<file path="src/hdl/pnf_ram.sv">
module pnf_ram #(
    parameter int WIDTH = 8,
    parameter int DEPTH = 256
) (
    input  logic                     i_clk,
    input  logic                     i_we,
    input  logic [$clog2(DEPTH)-1:0] i_waddr,
    input  logic [WIDTH-1:0]         i_wdata,
    input  logic [$clog2(DEPTH)-1:0] i_raddr,
    output logic [WIDTH-1:0]         o_rdata
);
    logic [WIDTH-1:0] r_mem [DEPTH];
    logic [WIDTH-1:0] r_rdata;

    always_ff @(posedge i_clk) begin
        if (i_we) begin
            r_mem[i_waddr] <= i_wdata;
        end
        r_rdata <= r_mem[i_raddr];
    end

    assign o_rdata = r_rdata;
endmodule

</file>
<file path="config.mk">
export PLATFORM = sky130hd
export DESIGN_NAME = pnf_ram
export DESIGN_NICKNAME = d
export VERILOG_FILES = /design/src/hdl/pnf_ram.sv
export SDC_FILE = /design/constraint.sdc
export NUM_CORES = 2
export LEC_CHECK = 0
export BUFFER_PORTS_ARGS = -buffer_cell sky130_fd_sc_hd__buf_2
export CAP_MARGIN = 20
export CELL_PAD_IN_SITES_DETAIL_PLACEMENT = 1
export CELL_PAD_IN_SITES_GLOBAL_PLACEMENT = 2
export CORE_UTILIZATION = 51
export DETAILED_ROUTE_END_ITERATION = 10
export GPL_ROUTABILITY_DRIVEN = 0
export PLACE_DENSITY = 0.78
export REMOVE_ABC_BUFFERS = 1
export SYNTH_ARGS = -nofsm -noshare
export SYNTH_HDL_FRONTEND = slang
export SYNTH_SLANG_ARGS = --single-unit
</file>
<file path="constraint.sdc">
create_clock -name i_clk -period 2.3 [get_ports i_clk]
set_input_delay 0.115 -clock i_clk [delete_from_list [all_inputs] [get_ports i_clk]]
set_output_delay 0.115 -clock i_clk [all_outputs]
set_load 0.01 [all_outputs]
</file>
# == Word level (Yosys, flattened, before mapping) ==
# Memories as Yosys holds them, arrays and structs flattened. A register that Yosys moved wholly into a read port is not among the register bits.
# Cells that the tools add are included.
# W data, S select, Z words.
# classes
n_mux,2
# op_table
op,n
$mux W1,2
# word_totals
register_bits,0
ramBits,2048
out_inout_bits,8
mem_count,1
# mem_list
name,words,width,rd,rd_ports_with_merged_regs,wr,line_no,source
r_mem,256,8,1,1,1,12,logic [WIDTH-1:0] r_mem [DEPTH];

# == Longest topological paths before layout ==
# depth
ltp_word,2
depth_mapped,11

# == Least setup slack after synthesis ==
# No wires, ideal clock.
# synth_path
kind,input-to-reg
from,in i_raddr[0]
to,"reg r_rdata[2], in the netlist o_rdata[2] (read register of r_mem)"
setup_ps,131
t_arrival_ps,1922
path_slack_ps,247
path_stages,9
path_buffers,4
cell_sequence,buf_6 -> buf_12 -> buf_8 -> buf_2 -> mux4_2 -> a22oi_1 -> a21oi_1 -> nor4_1 -> nor4_2
# synth_lines
element,line_no,source
from (decl),9,"input logic [$clog2(DEPTH)-1:0] i_raddr,"
to (decl),13,logic [WIDTH-1:0] r_rdata;

==> tab_implementation.tex <==
\begin{tabular}{lr}
\hline
Metric & Value \\
\hline
\multicolumn{2}{l}{\textbf{Run status}} \\
Status & finished with violations \\
Violated checks & design-rule violations, negative setup slack \\
\multicolumn{2}{l}{\textbf{Clock tree}} \\
Number of H-tree levels & 4 \\
Number of buffers inserted during clock tree synthesis & about 200 \\
Number of clock sinks seen by CTS & 2056 \\
Count of buffers added by post-CTS timing repair for setup & 0 \\
Clock insertion delay at the later pin of the skew report & between 0.8 and 0.9 ns \\
Maximum clock insertion buffer count & 3 \\
Clock tree from TritonCTS & done \\
CTS root buffer & sky130\_fd\_sc\_hd\_\_clkbuf\_16 \\
Clock transition time at the flip-flop clock pins of the worst setup and hold paths & approximately 0.06 ns \\
\multicolumn{2}{l}{\textbf{Critical path}} \\
Worst Setup Start Kind & flop \\
CP Data Required Time & 3.01 ns \\
Ordered list of cells on the worst path & mux4\_2, mux4\_2, nor2b\_4, nor4\_4, buf\_4, nor4\_4 \\
WS Path Type & reg -> reg \\
Destination of the worst register-to-register timing path & o\_rdata[1] \\
Origin of the worst setup path & r\_mem[82][1] \\
Path depth of the worst reg2reg path & 6 \\
Kind of cell with the highest combined delay on the critical path & multiplexers \\
Critical Path Fanout Max & 1 \\
Cell with the largest stage delay on the worst path & sky130\_fd\_sc\_hd\_\_mux4\_2 \\
Worst path buffer plus inverter count & 1 \\
Setup slack, reg-to-reg & -0.13 ns \\
Crit-path max cell delay & $\sim$0.53 ns \\
Worst flop-to-flop path startpoint & r\_mem[82][1] \\
Crit path DAT & 3.14 ns \\
Crit path capture type & flop \\
\multicolumn{2}{l}{\textbf{Finish}} \\
Nets@finish & about 4500 \\
Sequential cell area & a little over 60000 um\^{}2 \\
Multi-input combinational cell area & approximately 17000 um\^{}2 \\
Share of final-layout standard cells stronger than drive strength 1 & between 30\% and 40\% \\
Synthesis-to-layout area growth & 18.69\% \\
Fraction of the core area covered by cells at the end of the flow & 61.15\% \\
Number of inserted filler cells in the final layout & 12810 \\
\multicolumn{2}{l}{\textbf{Detailed routing}} \\
Wire per inst & around 34 um \\
Drc violations & 6 \\
Via-to-Cell Ratio & about 6.4 \\
DRC marker count from the first detailed-route iteration & just under 5000 \\
Residual antenna-violating net count after detailed routing & 0 \\
Routed wire length & $\sim$220000 um \\
Vias & between 40000 and 50000 \\
First-pass DRT Iterations & 8 \\
\multicolumn{2}{l}{\textbf{Logic synthesis}} \\
Synthesis Warnings & 0 \\
Proportion of netlist area held by the largest area contributor & between 70\% and 80\% \\
Share of synthesized registers carrying an async set or reset & 0\% \\
EDFF count, synth & around 2000 \\
Post-synth design cell area & approximately 80000 um\^{}2 \\
Largest family of logic cells by synthesized area & multiplexers \\
Compound-gate portion of the synthesized area & under 10\% \\
Adder and majority cell fraction of the synthesized area & 0\% \\
Simple-gate share of the synthesized area & roughly 2.6\% \\
Most numerous cell in the Yosys netlist & sky130\_fd\_sc\_hd\_\_edfxtp\_1 \\
Count of unique library cells instantiated by Yosys & 55 \\
Xor and xnor fraction of the mapped netlist area & 0\% \\
Leading register cell type out of synthesis & sky130\_fd\_sc\_hd\_\_edfxtp\_1 \\
Mux contribution to synthesized area & roughly 15\% \\
Mean instance size in the synthesized netlist & 21.31 um\^{}2 \\
Leading area contributor after synthesis & sky130\_fd\_sc\_hd\_\_edfxtp\_1 \\
Main area contributors after synthesis & sky130\_fd\_sc\_hd\_\_edfxtp\_1 (77\%), sky130\_fd\_sc\_hd\_\_mux4\_2 (13\%), sky130\_fd\_sc\_hd\_\_mux2i\_1 (1.7\%) \\
Count of state elements after synthesis & just over 2000 \\
Commonest cells in the netlist & sky130\_fd\_sc\_hd\_\_edfxtp\_1 (2048), sky130\_fd\_sc\_hd\_\_mux4\_2 (454), sky130\_fd\_sc\_hd\_\_nor2\_1 (282) \\
Synthesized instance count & about 3700 \\
Sequential share of the synthesized area & between 70\% and 80\% \\
\multicolumn{2}{l}{\textbf{Timing}} \\
Final clock skew & approximately 0.043 ns \\
Worst hold slack & 0.06446 ns \\
Number of setup violations in the final report & 1 \\
Fin. Hold Viols & 0 \\
Worst slew pin tran & a little over 1 ns \\
Final critical-path required period & approximately 2.4 ns \\
Achievable frequency & about 410 MHz \\
Worst rel slew slack & 31.94\% \\
Min setup slack post-route & -0.1315 ns \\
Number of pins with negative max-slew slack in the final report & 0 \\
Period utilisation layout & 105.7\% \\
RSZ-0062 raised after global routing & true \\
\multicolumn{2}{l}{\textbf{Global routing}} \\
Aggregate global routing overflow & 0 \\
GR Util met3 & 4.276\% \\
GR met1 Demand/Resource & 39.92\% \\
Global-route wire length before repair & $\sim$320000 um \\
Total routing resource utilization after global routing & $\sim$29\% \\
Largest net degree at the start of global routing & 100 \\
Layer with the highest usage & met2 \\
GR Layer Usage met2 & approximately 47\% \\
Vias in the first global route & 44490 \\
Number of antenna violations at the first check in global routing & 11 \\
\multicolumn{2}{l}{\textbf{Die}} \\
Effective utilization at floorplan & 51.52\% \\
Die extent in y & a little under 400 um \\
Total Die Area & roughly 160000 um\^{}2 \\
Die W & 397.0 um \\
\# rows & about 140 \\
Placeable Area & approximately 150000 um\^{}2 \\
Num ports & 34 \\
\multicolumn{2}{l}{\textbf{Pwr}} \\
PD cells & roughly 850 nW/um\^{}2 \\
Worst VDD drop & between 700 and 800 uV \\
Leak & around 31 nW \\
\multicolumn{2}{l}{\textbf{Min path}} \\
Worst hold path stage count & 4 \\
Hold EP & r\_mem[210][3] \\
Hold path startpoint & i\_waddr[7] \\
Type of the worst min-delay path & in -> reg \\
\multicolumn{2}{l}{\textbf{Placement}} \\
Post-DP HPWL & 144500 um \\
Number of buffers inserted by port buffering & 33 \\
\multicolumn{2}{l}{\textbf{Flow run}} \\
Maxcap violations & 0 \\
\hline
\end{tabular}
==> routing by layer <==
layer | part of all wire (%) | wire, um | vias to the layer above
met4 | 3.3 | 7497 | 4
met3 | 7.8 | 17480 | 404
met1 | 39 | 87930 | 22840
met2 | 50 | 111500 | 2177
met5 | 0.015 | 33 | -
li1 | - | - | 17110
==> layout by cell type (no fill, tap or decap), drive strengths merged, types with 4 or more instances in the layout <==
master | synthesis | routed
diode | 0 | 5
mux2i | 134 | 134
dlygate4sd3 | 0 | 13
clkinv | 1 | 87
or2 | 4 | 4
o21ai | 12 | 12
clkinvlp | 0 | 9
bufinv | 0 | 30
a21oi | 96 | 96
o32ai | 5 | 5
mux4 | 456 | 456
nand4 | 10 | 10
a211oi | 16 | 16
inv | 1 | 5
a221oi | 14 | 14
a22o | 8 | 8
edfxtp | 2048 | 2048
nor2 | 282 | 282
dfxtp | 8 | 8
o22ai | 28 | 28
nor2b | 31 | 31
o211ai | 10 | 10
nor4 | 27 | 27
nand2 | 33 | 33
o22a | 5 | 5
a2111oi | 5 | 5
buf | 122 | 717
clkbuf | 111 | 250
nand2b | 8 | 8
nand3 | 34 | 34
a22oi | 133 | 133
nor3 | 22 | 22
and2 | 6 | 6
o221ai | 47 | 47
==> metrics by stage <==
step	setup TNS, ns	cells	setup slack, ns	power, W	instance area [um^2]
final	-0.1315	6658	-0.1315	0.08001	94420
after detailed placement	-7.181	6262	-1.136	0.04660	87130
after CTS	-0.1386	6652	-0.1158	0.08034	94250
after global routing	-0.1825	6653	-0.1550	0.08170	94410
after floorplan	-1.456	3500	-0.2228	0.04359	78110
after global placement	-8.361	6259	-1.407	0.04646	87100
==> state kept, by name (all words and copies together) (netlist names) <==
name,cells
o_rdata,8
r_mem,2048
==> how the worst max path moves through the flow <==
stage,to,slack [ns],cells past startpoint
floorplan,o_rdata[6],-0.22,6
global placement,o_rdata[4],-1.41,9
detailed placement,o_rdata[1],-1.14,10
CTS,o_rdata[1],-0.12,6
global route,o_rdata[1],-0.16,6
finish,o_rdata[1],-0.13,6
==> worst register-to-register path, stage by stage (launching register included) <==
cell and delay [ns]:
sky130_fd_sc_hd__edfxtp_1 0.37, sky130_fd_sc_hd__mux4_2 0.50, sky130_fd_sc_hd__mux4_2 0.53, sky130_fd_sc_hd__nor2b_4 0.16, sky130_fd_sc_hd__nor4_4 0.48, sky130_fd_sc_hd__buf_4 0.23
sky130_fd_sc_hd__nor4_4 0.04
==> cell families after synthesis <==
kind of cell    Yosys count
compound gates          385
simple gates            466
mux                     591
flops                  2056
buf+inv                 235
==> timing repair <==
item | CTS | global route
hold buffers | 13 | 0
endpoints found under the hold margin | 939 | 0
pin swaps | 9 | 10
cloned | 0 | 0
setup endpoints to repair | 8 | 8
resized for setup | 29 | 27
==> power by group <==
part / leakage (nW) / internal (W) / switching (W) / total, W
clock: 3.31 / 0.0198 / 0.0143 / 0.0340
combinational: 8.91 / 0.00180 / 0.00277 / 0.00458
sequential: 18.5 / 0.0413 / 0.0000931 / 0.0414
total: 30.7 / 0.0629 / 0.0172 / 0.0800
==> final cells by class <==
cell class | count | area share [%]
Sequential cell | 2056 | 65.30
Multi-Input combinational cell | 1442 | 17.83
Timing Repair Buffer | 731 | 6.922
Clock buffer | 249 | 5.606
Tap cell | 2044 | 2.708
Clock inverter | 129 | 1.607
Antenna cell | 5 | 0.01325
Inverter | 2 | 0.007950
Note: power is estimated with default switching activity, not from simulation.
